==> src/rtl/hpad_pkg.sv <==
`timescale 1ns / 1ps

package hpad_pkg;

    localparam int DIMENSIONS = 3;
    localparam int FRAC_BITS  = 16;

    localparam int WORD_W     = 32;
    localparam int ACC_W      = 64;
    localparam int MUL_W      = WORD_W + 1;
    localparam int PROD_W     = 2 * MUL_W;
    localparam int KP_W       = ACC_W + WORD_W;
    localparam int NUM_COEF   = 4;
    localparam int CFG_IDX_W  = 3;
    localparam int ROOT_STEPS = ACC_W / 2;
    localparam int ROOT_CNT_W = $clog2(ROOT_STEPS);

    // register indexes of the configuration port
    localparam logic [CFG_IDX_W-1:0] CFG_COEF_CONST  = CFG_IDX_W'(0);
    localparam logic [CFG_IDX_W-1:0] CFG_COEF_SUM_SQ = CFG_IDX_W'(1);
    localparam logic [CFG_IDX_W-1:0] CFG_COEF_CROSS  = CFG_IDX_W'(2);
    localparam logic [CFG_IDX_W-1:0] CFG_COEF_RADIAL = CFG_IDX_W'(3);

    // coefficient slots
    localparam logic [1:0] K_CONST  = 2'd0;
    localparam logic [1:0] K_SUM_SQ = 2'd1;
    localparam logic [1:0] K_CROSS  = 2'd2;
    localparam logic [1:0] K_RADIAL = 2'd3;

    localparam logic signed [ACC_W-1:0] ACC_MAX = {1'b0, {(ACC_W-1){1'b1}}};
    localparam logic signed [ACC_W-1:0] ACC_MIN = {1'b1, {(ACC_W-1){1'b0}}};

    typedef struct packed {
        logic                    busy;
        logic [WORD_W-1:0]       root;
    } t_sqrt_stat;

    typedef struct packed {
        logic                    clip;
        logic signed [ACC_W-1:0] val;
    } t_sat;

    function automatic t_sat sat_add(input logic signed [ACC_W-1:0] a,
                                     input logic signed [ACC_W-1:0] b);
        logic signed [ACC_W:0] s;
        t_sat r;
        s = {a[ACC_W-1], a} + {b[ACC_W-1], b};
        r.clip = s[ACC_W] ^ s[ACC_W-1];
        r.val  = r.clip ? (s[ACC_W] ? ACC_MIN : ACC_MAX) : s[ACC_W-1:0];
        return r;
    endfunction

    function automatic t_sat sat_sub(input logic signed [ACC_W-1:0] a,
                                     input logic signed [ACC_W-1:0] b);
        logic signed [ACC_W:0] s;
        t_sat r;
        s = {a[ACC_W-1], a} - {b[ACC_W-1], b};
        r.clip = s[ACC_W] ^ s[ACC_W-1];
        r.val  = r.clip ? (s[ACC_W] ? ACC_MIN : ACC_MAX) : s[ACC_W-1:0];
        return r;
    endfunction

    // floor(kp / 2^F), clipped to the accumulator range
    function automatic t_sat sat_term(input logic signed [KP_W-1:0] kp);
        logic signed [KP_W-1:0] t;
        logic [KP_W-ACC_W:0] hi;
        t_sat r;
        t  = kp >>> FRAC_BITS;
        hi = t[KP_W-1:ACC_W-1];
        r.clip = !((&hi) || (~|hi));
        r.val  = r.clip ? (t[KP_W-1] ? ACC_MIN : ACC_MAX) : t[ACC_W-1:0];
        return r;
    endfunction

endpackage

==> src/rtl/hpad_mul.sv <==
`timescale 1ns / 1ps

// shared signed multiplier, product registered
module hpad_mul (
    input  logic                                  i_clk,
    input  logic signed [hpad_pkg::MUL_W-1:0]     i_a,
    input  logic signed [hpad_pkg::MUL_W-1:0]     i_b,
    output logic signed [hpad_pkg::PROD_W-1:0]    o_prod
);

    always_ff @(posedge i_clk) begin
        o_prod <= i_a * i_b;
    end

endmodule

==> config.mk <==
export PLATFORM = sky130hd
export DESIGN_NAME = hpad_mul
export DESIGN_NICKNAME = d
export VERILOG_FILES = /design/src/rtl/hpad_pkg.sv /design/src/rtl/hpad_mul.sv
export SDC_FILE = /design/constraint.sdc
export NUM_CORES = 2
export LEC_CHECK = 0
export BUFFER_PORTS_ARGS = -buffer_cell sky130_fd_sc_hd__buf_2
export CAP_MARGIN = 10
export CORE_MARGIN = 2
export CORE_UTILIZATION = 51
export CTS_CLUSTER_SIZE = 25
export DETAILED_ROUTE_END_ITERATION = 8
export PLACE_DENSITY = 0.68
export SLEW_MARGIN = 5
export SYNTH_ARGS = -nofsm -noshare
export SYNTH_HDL_FRONTEND = slang
export SYNTH_SLANG_ARGS = --single-unit
==> constraint.sdc <==
create_clock -name i_clk -period 17.45 [get_ports i_clk]
set_input_delay 3.49 -clock i_clk [delete_from_list [all_inputs] [get_ports i_clk]]
set_output_delay 3.49 -clock i_clk [all_outputs]
set_load 0.005 [all_outputs]
==> results.cfg <==
[global_routing]
grt_max_degree = 34
globalRouteTotalUtil_pct = 27.7
grt_overflow = 0
antenna_found_initial = 6
grt_pass1_wl_microns = 175000
first_global_vias = 31600

[layout]
layout_common_cells = fa_1 (1145), inv_1 (1131), and2_1 (562), nand2_1 (551), ha_1 (217)
final_nets = 5700
largest_reg_flops = 66
syn_to_final_growth_pct = 3.71
layout_commonest_cell = fa_1
reg.largest.list = o_prod: 66 flops
top_register = o_prod
drive_above_1_share_pct = 4.58

[sta]
rsz0062_at_grt = no
fin_crit_sh_pct = 65.0
tightest_slew_ns = 1.09
fin_ws_ns = 6.10
fmax_mhz = 88.1
slew_headroom_pct = 27.1
tns_ns = 0
min_period_ns = 11.35
timing.hold.ws_ns = 3.67
hold_viol_final = 0
drv_slew = 0
setup_viol = 0

[detailed_routing]
via_count = 28500
postRouteAntennaNets = 0
drc = 0
vias_per_cell = 5.35
firstDrtPassIters = 5
wl_per_cell_microns = 20.1
wl_microns = 107000
drtIter0Drc = 1514

[floorplanning]
io_pins = 133
die_height_microns = 287
num_rows = 103
die_area_sq_um = 82100
die_w_microns = 287
start_util_pct = 51.6
core-area_sq_um = 79000

[placed_design]
place_congestion = 0.920
hpwl_microns = 88100
io_buffer_count = 132
dp_slack_ns = 5.74

[status]
outcome = completed

[synthesis]
yosys_warnings = 0
synthArstFlopShare_pct = 0
synth_ff_type = dfxtp_1
netlist.area_leader.share_pct = 56.3
synth_area_sq_um = 40700
synth_cell_type_count = 80
synth_nets = 5767
avgSynthCellArea_sq_um = 9.39
synth_edf_count = 0
netlist.top_cell.by_area = fa_1
yosysSeqAreaShare_pct = 3.24
syn_inst = 4338
yosys-top-cells-area = fa_1 (56%), inv_1 (10%), and2_1 (8.6%)
ys_seq_elements = 66

[clock_tree]
htreeDepth = 3
clock_path_buffers = 2
numCtsBuffers = 9
post-cts-setup-buffers = 0
cts_sinks = 66
cts_resized = 0
tritoncts = built
cts_hold_buf = 0
cts_root_buf = clkbuf_16
clk_pin_slew_ns = 0.08

[setup_path]
cp_max_fo = 33
crit_type = in -> reg
start_kind = primary input
critPathArrivalTime_ns = 11.63
cp-end-kind = register
timing.critical_path.required_ns = 17.74

[run]
drv_cap = 0

[worst_hold_path]
hp-class = in -> reg
## cell usage after synthesis (7+ instances only)
cell	count
a21oi_1	57
ha_1	217
dfxtp_1	66
nor2_1	68
xnor2_1	43
nor3_1	7
clkbuf_1	208
nand2b_1	12
a211oi_1	7
nand3_1	25
fa_1	1145
and2_1	562
a31oi_1	8
o21ai_0	25
xor2_1	25
a21o_1	36
o21bai_1	11
inv_1	1131
buf_2	11
nand4_1	11
nand2_1	551
## cell families (layout without fill, tap and decap cells)
logic type               count (synthesis)  count (layout)  synth area share (%)
other                                    0               2                     0
XOR/XNOR                                68              68                  1.46
adder cells (fa/ha/maj)               1362            1362                  62.9
flip-flops                              66              66                  3.24
buffers and inverters                 1352            1290                  12.5
AO/OA/AOI/OAI                          219             219                  4.07
AND/OR/NAND/NOR                       1271            1271                  15.8
## final cells by class
| class | count | area, sq um |
|---|---|---|
| antenna | 2 | 5.00 |
| clock buffer | 9 | 225 |
| clock inverter | 7 | 76.3 |
| fill | 7166 | 36800 |
| inverter | 1131 | 4250 |
| multi-input combinational | 2920 | 34300 |
| sequential | 66 | 1320 |
| tap | 1050 | 1310 |
| timing repair buffer | 143 | 743 |
## layer usage
metal / routed length [microns] / global-route usage, % / share of wire, % / up-vias
li1: - / - / - / 12200
met1: 39500 / 34.0 / 37 / 15200
met2: 57000 / 49.5 / 53 / 894
met3: 5630 / 3.13 / 5.2 / 254
met4: 5110 / 11.9 / 4.8 / 2
met5: 16 / 0 / 0.015 / -
## worst max-delay path: stages
cell,delay (ns)
buf_2,0.60
nand2_1,0.21
inv_1,0.13
fa_1,0.48
fa_1,0.53
inv_1,0.14
fa_1,0.57
inv_1,0.07
fa_1,1.23
fa_1,0.59
fa_1,0.51
fa_1,0.49
inv_1,0.05
fa_1,0.48
inv_1,0.04
ha_1,0.41
nand4_1,0.21
nor3_1,0.50
o311ai_4,0.26
nand3_2,0.21
a211oi_1,0.09
a311oi_1,0.27
## through the flow
stage	cells	utilization, %	instance area (sq um)
2_1_floorplan	4338	-	40700
3_3_place_gp	5310	53.1	41900
3_5_place_dp	5310	53.1	41900
4_1_cts	5326	53.5	42200
5_1_grt	5328	53.5	42200
6_report	5328	53.5	42200
## final timing paths
path	endpoint	slack [ns]	cells after the start	startpoint
worst max-delay path	o_prod[64]$_DFF_P_	6.10	22	i_b[7]
worst min-delay path	o_prod[0]$_DFF_P_	3.67	2	i_b[0]
Power is not shown: default switching activity piles up to over one toggle a cycle in this logic, so the estimate is an artifact.
