## src/rtl/hpad_pkg.sv

```systemverilog
`timescale 1ns / 1ps

package hpad_pkg;

    localparam int DIMENSIONS = 3;
    localparam int FRAC_BITS  = 16;

    localparam int WORD_W     = 32;
    localparam int ACC_W      = 64;
    localparam int MUL_W      = WORD_W + 1;
    localparam int PROD_W     = 2 * MUL_W;
    localparam int KP_W       = ACC_W + WORD_W;
    localparam int NUM_COEF   = 4;
    localparam int CFG_IDX_W  = 3;
    localparam int ROOT_STEPS = ACC_W / 2;
    localparam int ROOT_CNT_W = $clog2(ROOT_STEPS);

    // register indexes of the configuration port
    localparam logic [CFG_IDX_W-1:0] CFG_COEF_CONST  = CFG_IDX_W'(0);
    localparam logic [CFG_IDX_W-1:0] CFG_COEF_SUM_SQ = CFG_IDX_W'(1);
    localparam logic [CFG_IDX_W-1:0] CFG_COEF_CROSS  = CFG_IDX_W'(2);
    localparam logic [CFG_IDX_W-1:0] CFG_COEF_RADIAL = CFG_IDX_W'(3);

    // coefficient slots
    localparam logic [1:0] K_CONST  = 2'd0;
    localparam logic [1:0] K_SUM_SQ = 2'd1;
    localparam logic [1:0] K_CROSS  = 2'd2;
    localparam logic [1:0] K_RADIAL = 2'd3;

    localparam logic signed [ACC_W-1:0] ACC_MAX = {1'b0, {(ACC_W-1){1'b1}}};
    localparam logic signed [ACC_W-1:0] ACC_MIN = {1'b1, {(ACC_W-1){1'b0}}};

    typedef struct packed {
        logic                    busy;
        logic [WORD_W-1:0]       root;
    } t_sqrt_stat;

    typedef struct packed {
        logic                    clip;
        logic signed [ACC_W-1:0] val;
    } t_sat;

    function automatic t_sat sat_add(input logic signed [ACC_W-1:0] a,
                                     input logic signed [ACC_W-1:0] b);
        logic signed [ACC_W:0] s;
        t_sat r;
        s = {a[ACC_W-1], a} + {b[ACC_W-1], b};
        r.clip = s[ACC_W] ^ s[ACC_W-1];
        r.val  = r.clip ? (s[ACC_W] ? ACC_MIN : ACC_MAX) : s[ACC_W-1:0];
        return r;
    endfunction

    function automatic t_sat sat_sub(input logic signed [ACC_W-1:0] a,
                                     input logic signed [ACC_W-1:0] b);
        logic signed [ACC_W:0] s;
        t_sat r;
        s = {a[ACC_W-1], a} - {b[ACC_W-1], b};
        r.clip = s[ACC_W] ^ s[ACC_W-1];
        r.val  = r.clip ? (s[ACC_W] ? ACC_MIN : ACC_MAX) : s[ACC_W-1:0];
        return r;
    endfunction

    // floor(kp / 2^F), clipped to the accumulator range
    function automatic t_sat sat_term(input logic signed [KP_W-1:0] kp);
        logic signed [KP_W-1:0] t;
        logic [KP_W-ACC_W:0] hi;
        t_sat r;
        t  = kp >>> FRAC_BITS;
        hi = t[KP_W-1:ACC_W-1];
        r.clip = !((&hi) || (~|hi));
        r.val  = r.clip ? (t[KP_W-1] ? ACC_MIN : ACC_MAX) : t[ACC_W-1:0];
        return r;
    endfunction

endpackage

```

## src/rtl/hpad_isqrt.sv

```systemverilog
`timescale 1ns / 1ps

// bit-serial integer square root, one result bit per cycle
module hpad_isqrt (
    input  logic                              i_clk,
    input  logic                              i_rst_n,
    input  logic                              i_start,
    input  logic [hpad_pkg::ACC_W-1:0]        i_radicand,
    output hpad_pkg::t_sqrt_stat              o_stat
);

    logic                                 r_busy;
    logic [hpad_pkg::ROOT_CNT_W-1:0]      r_cnt;
    logic [hpad_pkg::ACC_W-1:0]           r_rem;
    logic [hpad_pkg::ACC_W-1:0]           r_res;
    logic [hpad_pkg::ACC_W-1:0]           w_bit;
    logic [hpad_pkg::ACC_W-1:0]           w_trial;
    logic                                 w_ge;

    always_comb begin
        w_bit   = hpad_pkg::ACC_W'(1) << {~r_cnt, 1'b0};
        w_trial = r_res + w_bit;
        w_ge    = r_rem >= w_trial;
    end

    always_ff @(posedge i_clk) begin
        if (!i_rst_n) begin
            r_busy <= 1'b0;
            r_cnt  <= '0;
        end else begin
            if (i_start) begin
                r_rem  <= i_radicand;
                r_res  <= '0;
                r_cnt  <= '0;
                r_busy <= 1'b1;
            end else if (r_busy) begin
                if (w_ge) begin
                    r_rem <= r_rem - w_trial;
                    r_res <= (r_res >> 1) + w_bit;
                end else begin
                    r_res <= r_res >> 1;
                end
                r_cnt <= r_cnt + 1'b1;
                if (&r_cnt) begin
                    r_busy <= 1'b0;
                end
            end
        end
    end

    assign o_stat.busy = r_busy;
    assign o_stat.root = r_res[hpad_pkg::WORD_W-1:0];

endmodule

```

## config.mk

```make
export PLATFORM = sky130hd
export DESIGN_NAME = hpad_isqrt
export DESIGN_NICKNAME = d
export VERILOG_FILES = /design/src/rtl/hpad_pkg.sv /design/src/rtl/hpad_isqrt.sv
export SDC_FILE = /design/constraint.sdc
export NUM_CORES = 1
export LEC_CHECK = 0
export BUFFER_PORTS_ARGS = -buffer_cell sky130_fd_sc_hd__buf_2
export CORE_MARGIN = 2
export CORE_UTILIZATION = 60
export CTS_BUF_LIST = sky130_fd_sc_hd__clkbuf_8 sky130_fd_sc_hd__clkbuf_16
export DETAILED_ROUTE_END_ITERATION = 8
export GPL_TIMING_DRIVEN = 0
export PLACE_DENSITY = 0.86
export SYNTH_ARGS = -nofsm -noshare
export SYNTH_HDL_FRONTEND = slang
export SYNTH_SLANG_ARGS = --single-unit
```

## constraint.sdc

```tcl
create_clock -name i_clk -period 9.3 [get_ports i_clk]
set_input_delay 1.86 -clock i_clk [delete_from_list [all_inputs] [get_ports i_clk]]
set_output_delay 1.86 -clock i_clk [all_outputs]
set_load 0.03 [all_outputs]
```

==> results.sh <==
export IMPL_outcome="finished, final reports clean"
export IMPL_cellLeakagePower_nw=6.26
export IMPL_worst_pin_slew_ns=1.21
export IMPL_p_per_area_nw_per_um2=154
export IMPL_r2r_start="r_cnt[3]$_SDFFE_PP0P_"
export IMPL_fp_coreArea_um2=24200
export IMPL_seq_area_frac_synth_pct=26.9
export IMPL_dp_hpwl_um=36700
export IMPL_setup_tns_ns=0
export IMPL_routedWlPerCell_um=20.7
export IMPL_final_cell_mix="nand2_1 (247), o21ai_0 (152), a21oi_1 (147)"
export IMPL_final_common_cell="nand2_1"
export IMPL_yosysWarnings=0
export IMPL_viasPerCell=6.54
export IMPL_skew_ns=0.0165
export IMPL_die_h_um=161
export IMPL_multi_input_area_um2=10000
export IMPL_place_inst=2256
export IMPL_ys_dominant_reg_cell="edfxtp_1"
export IMPL_crit_path_start_kind="flop"
export IMPL_synth_area_leaders="edfxtp_1 (26%), ha_1 (11%), nand2_1 (6.3%)"
export IMPL_fmax_mhz=120
export IMPL_start_util_pct=60.8
export IMPL_cts_sinks=134
export IMPL_num_fill_cells=2103
export IMPL_cts_setup_buffers=0
export IMPL_globalplace_congestion=1.03
export IMPL_async_flop_share_pct=0
export IMPL_cp_common_cell="clkbuf_1"
export IMPL_antenna_found_initial=0
export IMPL_cts_resized=0
export IMPL_io_buffers=98
export IMPL_drt_first_pass_iters=6
export IMPL_grt_max_degree=38
export IMPL_nets=2152
export IMPL_syn_num_nets=2032
export IMPL_yosysTopAreaCell="edfxtp_1"
export IMPL_remaining_drc_errors=0
export IMPL_grt_setup_unrepaired="false"
export IMPL_cp_max_fo=24
export IMPL_ys_ff_latch=134
export IMPL_clk_pin_slew_ns=0.07
export IMPL_via_count=14954
export IMPL_rows=57
export IMPL_clock_root_buffer="clkbuf_16"
export IMPL_grt_pass1_wl_um=73500
export IMPL_irDropWorstVdd_mv=0.0869
export IMPL_syn_inst=1831
export IMPL_stdcell_count=2288
export IMPL_insertion_delay_ns=0.44
export IMPL_regArea_um2=3960
export IMPL_ctsHoldBuffers=0
export IMPL_hp_class="reg2reg"
export IMPL_setup_worst_path_start="r_cnt[3]$_SDFFE_PP0P_"
export IMPL_drt_initial_drc_count=1827
export IMPL_cts_buffer_depth=2
export IMPL_synth_edf_count=128
export IMPL_routed_wl_um=47300
export IMPL_worstHoldStart="r_cnt[0]$_SDFFE_PP0P_"
export IMPL_crit_arrival_ns=8.50
export IMPL_required_ns=9.44
export IMPL_crit_type="reg2reg"
export IMPL_syn_to_final_growth_pct=10.4
export IMPL_grt_usage_pct=36.0
export IMPL_synth_area_per_cell_um2=8.06
export IMPL_boundaryPins=100
export IMPL_finalCriticalPeriod_ns=8.36
export IMPL_die_area_um2=25900
export IMPL_hold_viol_final=0
export IMPL_antenna_cells=0
export IMPL_gr_total_overflow=0
export IMPL_relSlewSlack_pct=19.1
export IMPL_cts_htree_levels=4
export IMPL_finalCritPeriodShare_pct=89.9
export IMPL_slew_violations=0
export IMPL_cap_violations=0
export IMPL_syn_area_um2=14800
export IMPL_die_x_um=161
export IMPL_utilization_pct=67.2
export IMPL_synth_cell_types=80
export IMPL_cts_made_buffers=17
export IMPL_critical_path_max_stage_delay_ns=0.89
export IMPL_cts_tree="built"
export IMPL_first_global_vias=13770
export IMPL_crit_slowest_cell="a21oi_4"
export IMPL_postRouteAntennaNets=0
export IMPL_yosysTopAreaCellShare_pct=26.1
export IMPL_end_kind="flop"
export IMPL_layout_drive_gt1_share_pct=12.1
export IMPL_setup_viol=0
worst max-delay path, delay by kind of cell (launching register included):
family                   cells  cell delay [ns]
XOR/XNOR                     1             0.19
adder cells (fa/ha/maj)      2             0.63
flip-flops                   1             0.37
AND/OR/NAND/NOR              7             1.59
buffers and inverters        6             1.74
AO/OA/AOI/OAI               12             3.51
routing by layer:
| metal | track usage, % | part of all wire, % | up-vias |
|---|---|---|---|
| met4 | 15.9 | 4.5 | 0 |
| met2 | 54.1 | 43 | 856 |
| li1 | - | - | 7029 |
| met5 | 0 | 0 | - |
| met3 | 8.21 | 11 | 136 |
| met1 | 49.7 | 42 | 6933 |
synth_stat cells, types with 40 or more instances:
master,instances
a21oi_1,148
a31oi_1,68
clkbuf_1,62
edfxtp_1,128
ha_1,133
inv_1,40
nand2_1,247
nand3_1,40
nand4_1,47
nor2_1,146
o21ai_0,152
xnor2_1,88
xor2_1,84
final cells by class:
type                    instances  share of cell area (%)
inverters                      40                   0.922
well taps                     324                    2.49
multi-input cells            1538                    61.6
repair buffers                101                    3.43
clock inverters                15                   0.799
plain buffers                 119                    3.84
flip-flops and latches        134                    24.3
clock buffers                  17                    2.61
stage by stage:
stage | instance area (um2) | hold slack (ns) | worst slack [ns] | total power, mW
finish | 16300 | 0.597 | 0.938 | 2.51
global route | 16300 | 0.635 | 0.529 | 2.62
CTS | 16300 | 0.600 | 1.17 | 2.48
detailed placement | 15700 | 0.590 | 1.22 | 1.82
global placement | 15700 | 0.555 | -2.98 | 1.79
floorplan | 14800 | 0.533 | 0.686 | 1.54
where the power goes:
group / internal [mW] / switching (mW)
sequential: 0.756 / 0.0641
combinational: 0.369 / 0.655
clock: 0.369 / 0.299
total: 1.49 / 1.02
cells by family (layout without fill, tap and decap cells):
logic type      count (synthesis)  after routing  share of synthesized area (%)
flops                         134            134                           26.9
mux                             6              6                          0.432
buf+inv                       159            292                           5.26
simple gates                  629            629                           20.0
xor+xnor                      172            172                           10.2
compound gates                596            596                           25.7
fa+ha+maj                     135            135                           11.5
worst paths after layout:
| kind | depth (start not counted) | slack (ns) | endpoint |
|---|---|---|---|
| setup reg to reg | 28 | 0.94 | r_rem[22]$_DFFE_PP_ |
| hold / removal | 2 | 0.60 | r_cnt[0]$_SDFFE_PP0P_ |
| setup / recovery | 28 | 0.94 | r_rem[22]$_DFFE_PP_ |
| hold reg to reg | 2 | 0.60 | r_cnt[0]$_SDFFE_PP0P_ |
sequential cells by signal (all words and copies together) (netlist names):
name,flops
r_busy,1
r_rem,64
r_cnt,5
r_res,64
No activity file was read; power rests on OpenSTA's default activity.
